==> src/design/clnw_pkg.sv <==
// Shared types, codes and constants of the character-LCD number writer.
package clnw_pkg;

  localparam int MAX_DIGITS_DEFAULT = 16;
  localparam int QUEUE_DEPTH        = 2;
  localparam int MAG_W              = 16;
  localparam int BCD_DIGITS         = 5;
  localparam int BCD_W              = 4 * BCD_DIGITS;

  localparam logic [2:0] OP_CHAR = 3'd0;
  localparam logic [2:0] OP_UDEC = 3'd1;
  localparam logic [2:0] OP_SDEC = 3'd2;
  localparam logic [2:0] OP_HEX  = 3'd3;
  localparam logic [2:0] OP_BIN  = 3'd4;

  localparam logic [1:0] LINE_TOP = 2'd1;

  localparam logic [7:0] CMD_BASE       = 8'h80;
  localparam logic [7:0] LINE2_OFFSET   = 8'h40;
  localparam logic [7:0] CHAR_ZERO      = 8'h30;
  localparam logic [7:0] CHAR_HEX_ALPHA = 8'h41;
  localparam logic [7:0] CHAR_PLUS      = 8'h2B;
  localparam logic [7:0] CHAR_MINUS     = 8'h2D;

  typedef struct packed {
    logic [2:0]  operation;
    logic [1:0]  line;
    logic [4:0]  column;
    logic [15:0] value;
    logic [4:0]  length;
  } clnw_req_t;

  typedef struct packed {
    logic       register_select;
    logic [7:0] bus_byte;
    logic       last;
  } clnw_wr_t;

  // One classified request as handed from the front end to the write sequencer.
  typedef struct packed {
    logic [7:0]       cmd;
    logic [2:0]       op;
    logic             neg;
    logic [MAG_W-1:0] mag;
    logic [BCD_W-1:0] bcd;
    logic [4:0]       count;
  } clnw_job_t;

endpackage

==> src/design/char_lcd_number_writer.sv <==
// Top level of the character-LCD number writer: front end, request queue and write sequencer.
//
// Each request beat (a character, an unsigned or signed decimal, a hex or a binary number,
// with line, column, value and digit count) becomes a run of LCD bus-write beats: first the
// set-address command for the line and column, then a sign character for signed decimal,
// then the digits from most to least significant in ASCII, with last set on the final beat.
// Digit places above the width of the number print as zero, and a digit count above
// MAX_DIGITS is held to MAX_DIGITS. The front end takes one request at a time; a decimal
// then passes through a bit-serial binary-to-BCD converter, one magnitude bit per step,
// before it is handed to the queue, and the front end takes no new request until the
// current one has been handed on. The write sequencer loads a request and then writes
// one beat per cycle while the LCD side takes each beat, and loads no new request until
// it has issued the final beat of the current one. The two halves overlap through a
// two-entry queue, so the sustained cost of a request is set by the slower half.
module char_lcd_number_writer #(
  parameter int MAX_DIGITS = clnw_pkg::MAX_DIGITS_DEFAULT
) (
  input  logic                clk,
  input  logic                rst,
  // Request channel: one display request per beat.
  input  logic                req_valid,
  output logic                req_ready,
  input  clnw_pkg::clnw_req_t req,
  // LCD write channel: one bus write per beat.
  output logic                lcd_valid,
  input  logic                lcd_ready,
  output clnw_pkg::clnw_wr_t  lcd
);

  // Front end to queue.
  logic                fq_valid;
  logic                fq_ready;
  clnw_pkg::clnw_job_t fq_job;

  // Queue to write sequencer.
  logic                qb_valid;
  logic                qb_ready;
  clnw_pkg::clnw_job_t qb_job;

  // The front end computes the cursor command, the sign and magnitude, the clipped
  // digit count, and for decimal requests the BCD digits of the magnitude.
  clnw_front #(
    .MAX_DIGITS (MAX_DIGITS)
  ) u_front (
    .clk       (clk),
    .rst       (rst),
    .req_valid (req_valid),
    .req_ready (req_ready),
    .req       (req),
    .job_valid (fq_valid),
    .job_ready (fq_ready),
    .job       (fq_job)
  );

  // The queue lets the front end start converting the next request while the
  // sequencer is still writing out the previous one, or is held by the LCD side.
  clnw_queue #(
    .DEPTH (clnw_pkg::QUEUE_DEPTH)
  ) u_queue (
    .clk        (clk),
    .rst        (rst),
    .push_valid (fq_valid),
    .push_ready (fq_ready),
    .push_data  (fq_job),
    .pop_valid  (qb_valid),
    .pop_ready  (qb_ready),
    .pop_data   (qb_job)
  );

  // The sequencer writes the beats through its own output register, so a stalled
  // LCD side holds the sequencer first; the front end keeps working until the queue
  // behind the sequencer is full.
  clnw_back u_back (
    .clk       (clk),
    .rst       (rst),
    .job_valid (qb_valid),
    .job_ready (qb_ready),
    .job       (qb_job),
    .lcd_valid (lcd_valid),
    .lcd_ready (lcd_ready),
    .lcd       (lcd)
  );

endmodule

==> src/design/clnw_front.sv <==
// Front end: accepts requests, builds the cursor command and converts decimals to BCD.
module clnw_front #(
  parameter int MAX_DIGITS = clnw_pkg::MAX_DIGITS_DEFAULT
) (
  input  logic                clk,
  input  logic                rst,
  input  logic                req_valid,
  output logic                req_ready,
  input  clnw_pkg::clnw_req_t req,
  output logic                job_valid,
  input  logic                job_ready,
  output clnw_pkg::clnw_job_t job
);

  localparam logic [1:0] ST_IDLE = 2'd0;
  localparam logic [1:0] ST_CONV = 2'd1;
  localparam logic [1:0] ST_PUSH = 2'd2;
  localparam int STEP_W = $clog2(clnw_pkg::MAG_W);
  localparam logic [STEP_W-1:0] STEP_LAST = STEP_W'(clnw_pkg::MAG_W - 1);
  localparam logic [4:0] LEN_MAX = 5'(MAX_DIGITS);

  logic [1:0]                    state;
  logic [STEP_W-1:0]             step;
  logic [clnw_pkg::MAG_W-1:0]    bin;
  logic [7:0]                    addr;
  logic [7:0]                    cmd_in;
  logic                          neg_in;
  logic [clnw_pkg::MAG_W-1:0]    mag_in;
  logic [4:0]                    count_in;
  logic                          numeric;
  logic                          decimal;
  logic [clnw_pkg::BCD_W-1:0]    bcd_adj;
  logic [clnw_pkg::BCD_W-1:0]    bcd_next;

  assign req_ready = (state == ST_IDLE);
  assign job_valid = (state == ST_PUSH);

  always_comb begin
    addr     = {3'b000, req.column} - 8'd1;
    cmd_in   = (req.line == clnw_pkg::LINE_TOP) ? (clnw_pkg::CMD_BASE | addr)
                                                : (clnw_pkg::CMD_BASE |
                                                   (addr + clnw_pkg::LINE2_OFFSET));
    neg_in   = (req.operation == clnw_pkg::OP_SDEC) && req.value[15];
    mag_in   = neg_in ? (~req.value + 16'd1) : req.value;
    numeric  = (req.operation == clnw_pkg::OP_UDEC) || (req.operation == clnw_pkg::OP_SDEC) ||
               (req.operation == clnw_pkg::OP_HEX)  || (req.operation == clnw_pkg::OP_BIN);
    decimal  = (req.operation == clnw_pkg::OP_UDEC) || (req.operation == clnw_pkg::OP_SDEC);
    count_in = !numeric ? 5'd0 : ((req.length > LEN_MAX) ? LEN_MAX : req.length);
  end

  // One double-dabble step: add three to every digit of five or more, then shift.
  always_comb begin
    for (int d = 0; d < clnw_pkg::BCD_DIGITS; d++) begin
      bcd_adj[4*d +: 4] = (job.bcd[4*d +: 4] >= 4'd5) ? (job.bcd[4*d +: 4] + 4'd3)
                                                       : job.bcd[4*d +: 4];
    end
    bcd_next = {bcd_adj[clnw_pkg::BCD_W-2:0], bin[clnw_pkg::MAG_W-1]};
  end

  always_ff @(posedge clk) begin
    if (rst) begin
      state <= ST_IDLE;
      step  <= '0;
    end else begin
      case (state)
        ST_IDLE: begin
          if (req_valid) begin
            step  <= '0;
            state <= decimal ? ST_CONV : ST_PUSH;
          end
        end
        ST_CONV: begin
          step <= step + 1'b1;
          if (step == STEP_LAST) begin
            state <= ST_PUSH;
          end
        end
        ST_PUSH: begin
          if (job_ready) begin
            state <= ST_IDLE;
          end
        end
        default: begin
          state <= ST_IDLE;
        end
      endcase
    end
  end

  always_ff @(posedge clk) begin
    if (state == ST_IDLE && req_valid) begin
      job.cmd   <= cmd_in;
      job.op    <= req.operation;
      job.neg   <= neg_in;
      job.mag   <= mag_in;
      job.bcd   <= '0;
      job.count <= count_in;
      bin       <= mag_in;
    end else if (state == ST_CONV) begin
      job.bcd <= bcd_next;
      bin     <= {bin[clnw_pkg::MAG_W-2:0], 1'b0};
    end
  end

  // Only decimal requests spend time in the converter.
  a_conv_decimal: assert property (@(posedge clk) disable iff (rst)
    (state == ST_CONV) |-> (job.op == clnw_pkg::OP_UDEC || job.op == clnw_pkg::OP_SDEC))
    else $error("converter running on a non-decimal request");

  // A conversion always runs its full number of steps before hand-off.
  a_conv_full: assert property (@(posedge clk) disable iff (rst)
    ($past(state) == ST_CONV && state == ST_PUSH) |-> ($past(step) == STEP_LAST))
    else $error("conversion left early");

endmodule

==> src/design/clnw_queue.sv <==
// Short FIFO of classified requests between the front end and the write sequencer.
module clnw_queue #(
  parameter int DEPTH = clnw_pkg::QUEUE_DEPTH
) (
  input  logic                clk,
  input  logic                rst,
  input  logic                push_valid,
  output logic                push_ready,
  input  clnw_pkg::clnw_job_t push_data,
  output logic                pop_valid,
  input  logic                pop_ready,
  output clnw_pkg::clnw_job_t pop_data
);

  localparam int AW = (DEPTH > 1) ? $clog2(DEPTH) : 1;
  localparam int CW = $clog2(DEPTH + 1);
  localparam logic [AW-1:0] PTR_LAST = AW'(DEPTH - 1);
  localparam logic [CW-1:0] COUNT_FULL = CW'(DEPTH);

  clnw_pkg::clnw_job_t entries [DEPTH];
  logic [AW-1:0] wr_ptr;
  logic [AW-1:0] rd_ptr;
  logic [CW-1:0] count;
  logic          push;
  logic          pop;

  assign push_ready = (count != COUNT_FULL);
  assign pop_valid  = (count != '0);
  assign pop_data   = entries[rd_ptr];
  assign push       = push_valid && push_ready;
  assign pop        = pop_valid && pop_ready;

  always_ff @(posedge clk) begin
    if (rst) begin
      wr_ptr <= '0;
      rd_ptr <= '0;
      count  <= '0;
    end else begin
      if (push) begin
        wr_ptr <= (wr_ptr == PTR_LAST) ? '0 : wr_ptr + 1'b1;
      end
      if (pop) begin
        rd_ptr <= (rd_ptr == PTR_LAST) ? '0 : rd_ptr + 1'b1;
      end
      if (push && !pop) begin
        count <= count + 1'b1;
      end else if (pop && !push) begin
        count <= count - 1'b1;
      end
    end
  end

  always_ff @(posedge clk) begin
    if (push) begin
      entries[wr_ptr] <= push_data;
    end
  end

  // Occupancy never exceeds the storage.
  a_count_bound: assert property (@(posedge clk) disable iff (rst)
    count <= COUNT_FULL)
    else $error("queue occupancy overflow");

endmodule

==> src/design/clnw_back.sv <==
// Write sequencer: turns one classified request into its run of LCD bus writes.
module clnw_back (
  input  logic                clk,
  input  logic                rst,
  input  logic                job_valid,
  output logic                job_ready,
  input  clnw_pkg::clnw_job_t job,
  output logic                lcd_valid,
  input  logic                lcd_ready,
  output clnw_pkg::clnw_wr_t  lcd
);

  localparam logic [1:0] PH_CMD   = 2'd0;
  localparam logic [1:0] PH_CHAR  = 2'd1;
  localparam logic [1:0] PH_SIGN  = 2'd2;
  localparam logic [1:0] PH_DIGIT = 2'd3;

  clnw_pkg::clnw_job_t cur;
  clnw_pkg::clnw_wr_t  beat;
  logic                busy;
  logic [1:0]          phase;
  logic [1:0]          phase_next;
  logic [4:0]          remaining;
  logic [4:0]          remaining_next;
  logic                advance;
  logic [3:0]          place;
  logic [3:0]          nib;
  logic [7:0]          digit_char;
  logic                numeric;

  assign job_ready = !busy;
  assign advance   = busy && (!lcd_valid || lcd_ready);

  always_comb begin
    place = 4'(remaining - 5'd1);
    nib   = 4'd0;
    case (cur.op)
      clnw_pkg::OP_HEX: begin
        nib = (place < 4'd4) ? cur.mag[{place[1:0], 2'b00} +: 4] : 4'd0;
      end
      clnw_pkg::OP_BIN: begin
        nib = {3'b000, cur.mag[place]};
      end
      default: begin
        case (place)
          4'd0:    nib = cur.bcd[3:0];
          4'd1:    nib = cur.bcd[7:4];
          4'd2:    nib = cur.bcd[11:8];
          4'd3:    nib = cur.bcd[15:12];
          4'd4:    nib = cur.bcd[19:16];
          default: nib = 4'd0;
        endcase
      end
    endcase
    digit_char = (nib < 4'd10) ? (clnw_pkg::CHAR_ZERO + {4'b0000, nib})
                               : (clnw_pkg::CHAR_HEX_ALPHA + {4'b0000, nib} - 8'd10);
  end

  always_comb begin
    numeric        = (cur.op == clnw_pkg::OP_UDEC) || (cur.op == clnw_pkg::OP_HEX) ||
                     (cur.op == clnw_pkg::OP_BIN);
    beat           = '0;
    phase_next     = phase;
    remaining_next = remaining;
    case (phase)
      PH_CMD: begin
        beat.register_select = 1'b0;
        beat.bus_byte        = cur.cmd;
        if (cur.op == clnw_pkg::OP_CHAR) begin
          beat.last  = 1'b0;
          phase_next = PH_CHAR;
        end else if (cur.op == clnw_pkg::OP_SDEC) begin
          beat.last  = 1'b0;
          phase_next = PH_SIGN;
        end else if (numeric) begin
          beat.last  = (remaining == 5'd0);
          phase_next = PH_DIGIT;
        end else begin
          beat.last  = 1'b1;
        end
      end
      PH_CHAR: begin
        beat.register_select = 1'b1;
        beat.bus_byte        = cur.mag[7:0];
        beat.last            = 1'b1;
      end
      PH_SIGN: begin
        beat.register_select = 1'b1;
        beat.bus_byte        = cur.neg ? clnw_pkg::CHAR_MINUS : clnw_pkg::CHAR_PLUS;
        beat.last            = (remaining == 5'd0);
        phase_next           = PH_DIGIT;
      end
      PH_DIGIT: begin
        beat.register_select = 1'b1;
        beat.bus_byte        = digit_char;
        beat.last            = (remaining == 5'd1);
        remaining_next       = remaining - 5'd1;
      end
      default: begin
        beat.last = 1'b1;
      end
    endcase
  end

  always_ff @(posedge clk) begin
    if (rst) begin
      busy      <= 1'b0;
      lcd_valid <= 1'b0;
      phase     <= PH_CMD;
      remaining <= '0;
    end else begin
      if (!busy && job_valid) begin
        busy      <= 1'b1;
        phase     <= PH_CMD;
        remaining <= job.count;
      end
      if (advance) begin
        lcd_valid <= 1'b1;
        phase     <= phase_next;
        remaining <= remaining_next;
        if (beat.last) begin
          busy <= 1'b0;
        end
      end else if (lcd_valid && lcd_ready) begin
        lcd_valid <= 1'b0;
      end
    end
  end

  always_ff @(posedge clk) begin
    if (!busy && job_valid) begin
      cur <= job;
    end
    if (advance) begin
      lcd <= beat;
    end
  end

  // The digit phase is only reached with digits still to write.
  a_digit_nonzero: assert property (@(posedge clk) disable iff (rst)
    (busy && phase == PH_DIGIT) |-> (remaining != 5'd0))
    else $error("digit phase with nothing left to write");

  // Writing the final beat of a request frees the sequencer.
  a_last_frees: assert property (@(posedge clk) disable iff (rst)
    (advance && beat.last) |=> (!busy && lcd_valid && lcd.last))
    else $error("request did not end on its final beat");

endmodule

==> config.mk <==
export PLATFORM = sky130hd
export DESIGN_NAME = char_lcd_number_writer
export DESIGN_NICKNAME = d
export VERILOG_FILES = /design/src/design/clnw_pkg.sv /design/src/design/char_lcd_number_writer.sv /design/src/design/clnw_front.sv /design/src/design/clnw_queue.sv /design/src/design/clnw_back.sv
export SDC_FILE = /design/constraint.sdc
export NUM_CORES = 1
export LEC_CHECK = 0
export ABC_AREA = 1
export BUFFER_PORTS_ARGS = -buffer_cell sky130_fd_sc_hd__buf_2
export CAP_MARGIN = 20
export CORE_ASPECT_RATIO = 2
export CORE_MARGIN = 1
export CORE_UTILIZATION = 40
export CTS_BUF_LIST = sky130_fd_sc_hd__clkbuf_4 sky130_fd_sc_hd__clkbuf_8
export DETAILED_ROUTE_END_ITERATION = 7
export PLACE_DENSITY = 0.66
export SLEW_MARGIN = 30
export SYNTH_ARGS = -nofsm -noshare
export SYNTH_HDL_FRONTEND = slang
export SYNTH_SLANG_ARGS = --single-unit
==> constraint.sdc <==
create_clock -name clk -period 12.2 [get_ports clk]
set_input_delay 1.83 -clock clk [delete_from_list [all_inputs] [get_ports clk]]
set_output_delay 1.83 -clock clk [all_outputs]
set_load 0.01 [all_outputs]
==> impl_metrics.csv <==
group,metric,value,unit
detailed_routing,routedWlPerCell,15.4,microns
clock_tree,cts.htree.levels,2,
place,dp_hpwl,13.8,mm
timing,grt_setup_unrepaired,"false",
grt,grt_max_degree,55,
worst_setup_path,crit_required,12.48,ns
grt,grt_use_total,15.8,%
power,leakage,0.00455,uW
clock_tree,cts-root-buf,"clkbuf_8",
timing,worstMarginPinSlew,0.719,ns
grt,grt_pass1_wl,32.5,mm
clock_tree,post_cts_buffers,0,
detailed_routing,dr.pass1.iters,5,
grt,antenna_found_initial,1,
worst_setup_path,critPathCaptureType,"flip-flop",
detailed_routing,drc,0,
place,port_buffers,46,
layout,syn2layout_area_growth,12.7,%
timing,fin_skew,0.0354,ns
logic_synthesis,syn_inst,877,
grt,use_met2,28.7,%
logic_synthesis,synthTopCellsByArea,"edfxtp_1 (60%), dfxtp_1 (7.6%), nand2_1 (5.5%)",
worst_hold_path,worstHoldPathType,"reg2reg",
timing,hold_ws,0.448,ns
grt,grt_pass1_vias,6514,
power,power,2570,uW
worst_setup_path,worst-path-buf-inv,3,
die,die_h,232,microns
detailed_routing,vias,6450,
clock_tree,path_clk_slew,0.06,ns
timing,post-route-min-period,3.57,ns
logic_synthesis,yosysUniqueCellTypes,41,
logic_synthesis,synthesis.nets,932,
power,irDropWorstVdd,0.0000989,V
clock_tree,cts-buffers-inserted,35,
grt,grt-ovfl-total,0,
logic_synthesis,ys_ff_latch,249,
detailed_routing,first_iter_violations,286,
layout,drive_above_1_share,19.4,%
layout,stdcell_count,1310,
place,gp_congestion,0.872,
timing,setup_viol,0,
grt,grt.busiest_layer,"met2",
die,std_cell_rows,83,
detailed_routing,vias_per_cell,4.92,
worst_setup_path,critPathTopFamily,"simple AND/OR/NAND/NOR gates",
worst_setup_path,slowest_delay,0.66,ns
die,fp.dieW,117,microns
die,die_area,27100,sq um
logic_synthesis,synth_warnings,0,
clock_tree,cts.path.max_buffers,3,
logic_synthesis,ys.flop_type,"edfxtp_1",
grt,met3_usage,2.14,%
worst_setup_path,worst_setup_path_start_kind,"flip-flop",
logic_synthesis,syn_area,10500,sq um
power,p_per_area,216,nW/um^2
logic_synthesis,async_reset_ff_share,0,%
worst_setup_path,critPathKind,"reg2reg",
die,ios,47,
detailed_routing,antenna_left,0,
die,initial_core_util,40.9,%
flow_run,cap_violations,0,
worst_setup_path,cp.arrival,3.85,ns
worst_setup_path,crit_fanout,18,
clock_tree,hold_buffers,0,
timing,fin_tns_setup,0,ns
timing,fin_crit_sh,29.3,%
clock_tree,cts_resized,0,
status,status,"completed",
layout,layout.nets,1001,
logic_synthesis,synth_edf_count,209,
logic_synthesis,netlist.top_cell.by_area,"edfxtp_1",
timing,slew-limit-headroom,52.1,%
timing,finalHoldViolations,0,
logic_synthesis,netlist.area_leader.share,59.5,%
place,dp_cells,1249,
logic_synthesis,yosysSeqAreaShare,67.1,%
clock_tree,cts.sinks,249,
die,coreArea,25800,sq um
timing,drv_slew,0,
timing,clock.fmax,0.280,GHz
worst_setup_path,cp_slowest_cell,"dfxtp_1",
clock_tree,cts_tree,"built",
worst_setup_path,crit_top_cell,"nand3_1",
clock_tree,worstSkewPairLatency,0.53,ns
logic_synthesis,postSynthAreaPerCell,12.0,sq um
detailed_routing,routed_wl,20.1,mm
grt,grt_util_met1,16.7,%
worst_setup_path,cp_cell_sequence,"inv_1, ha_1, xnor2_2, inv_4, nand3_1, inv_1, nand2_1, nand3_1, nor2_1, nor2_1, nor2_1, ha_1, nand3_1, nand2_1, nand3_1, nand3_1, a21oi_1",
-- per-stage QoR --
step           instance area (sq um)  util, %  setup WS [ns]
6_report                       11900     46.2           8.63
5_1_grt                        11900     46.2           8.20
4_1_cts                        11900     46.1           8.58
3_5_place_dp                   11200     43.4           8.42
3_3_place_gp                   11200     43.4           8.44
2_1_floorplan                  10500        -           8.11
-- placed cells by master, fill, tap and decap left out, drive strengths merged --
cell,instances
a221o,1
dfxtp,40
ha,20
o32ai,2
o21bai,2
o22ai,2
or2,6
clkinv,12
nor4,2
nand3b,1
a21boi,1
a211oi,2
a21oi,52
nand3,39
nor3,9
buf,51
xnor2,8
a31oi,6
a22o,1
bufinv,2
o21ai,56
o31ai,1
nor2,56
nand2,161
o211ai,14
mux2,50
edfxtp,209
xor2,14
diode,1
inv,97
nand4,4
clkbuf,48
-- sequential cells by signal, summed over array words and instances (netlist names), 2 cells and up, named ones only --
signal and count:
u_front.state 2, u_back.cur 47, u_front.step 4, u_queue.entries 104, u_back.lcd 10, u_front.bin 16
u_back.phase 2, u_queue.count 2, u_back.remaining 5, u_front.job 52
-- cells by family after synthesis --
group	count (synthesis)	synth area share, %
xor+xnor	22	1.90
fa+ha+maj	20	2.37
compound gates	140	7.44
flops	249	67.1
mux	50	5.34
simple gates	278	11.5
buf+inv	118	4.33
-- cell usage after synthesis (7+ instances only) --
| master | number |
|---|---|
| nor3_1 | 9 |
| clkbuf_1 | 15 |
| nand2_1 | 154 |
| inv_1 | 95 |
| ha_1 | 20 |
| dfxtp_1 | 40 |
| nor2_1 | 49 |
| edfxtp_1 | 209 |
| o21ai_0 | 56 |
| xnor2_1 | 7 |
| nand3_1 | 38 |
| mux2_2 | 50 |
| o211ai_1 | 14 |
| a21oi_1 | 50 |
| xor2_1 | 14 |
-- final cells by class --
cell class / instances / area, sq um
Fill cell: 2385 / 13900
Clock buffer: 48 / 592
Tap cell: 340 / 425
Inverter: 99 / 374
Antenna cell: 1 / 2.50
Clock inverter: 12 / 104
Timing Repair Buffer: 51 / 268
Sequential cell: 249 / 7080
Multi-Input combinational cell: 510 / 3040
-- metal layers --
layer	vias to the layer above	share of wire, %
met4	0	5.2
met1	3051	36
met5	-	0
li1	3196	-
met3	65	3.5
met2	138	55
-- path summary, 6_finish.rpt --
path	startpoint	to	slack [ns]	depth (start not counted)
hold / removal	u_front.job[27]	u_queue.entries[0][27]	0.45	0
hold reg to reg	u_front.job[27]	u_queue.entries[0][27]	0.45	0
setup / recovery	u_back.remaining[0]	u_back.lcd[3]	8.63	17
setup reg to reg	u_back.remaining[0]	u_back.lcd[3]	8.63	17
-- where the power goes --
| part | total, uW | leakage [uW] | switching (uW) | internal, uW |
|---|---|---|---|---|
| logic | 680 | 0.00189 | 443 | 238 |
| clock network | 655 | 0.000372 | 298 | 356 |
| registers | 1240 | 0.00229 | 81.5 | 1150 |
| total | 2570 | 0.00455 | 822 | 1750 |
Note: power is estimated with default switching activity, not from simulation.
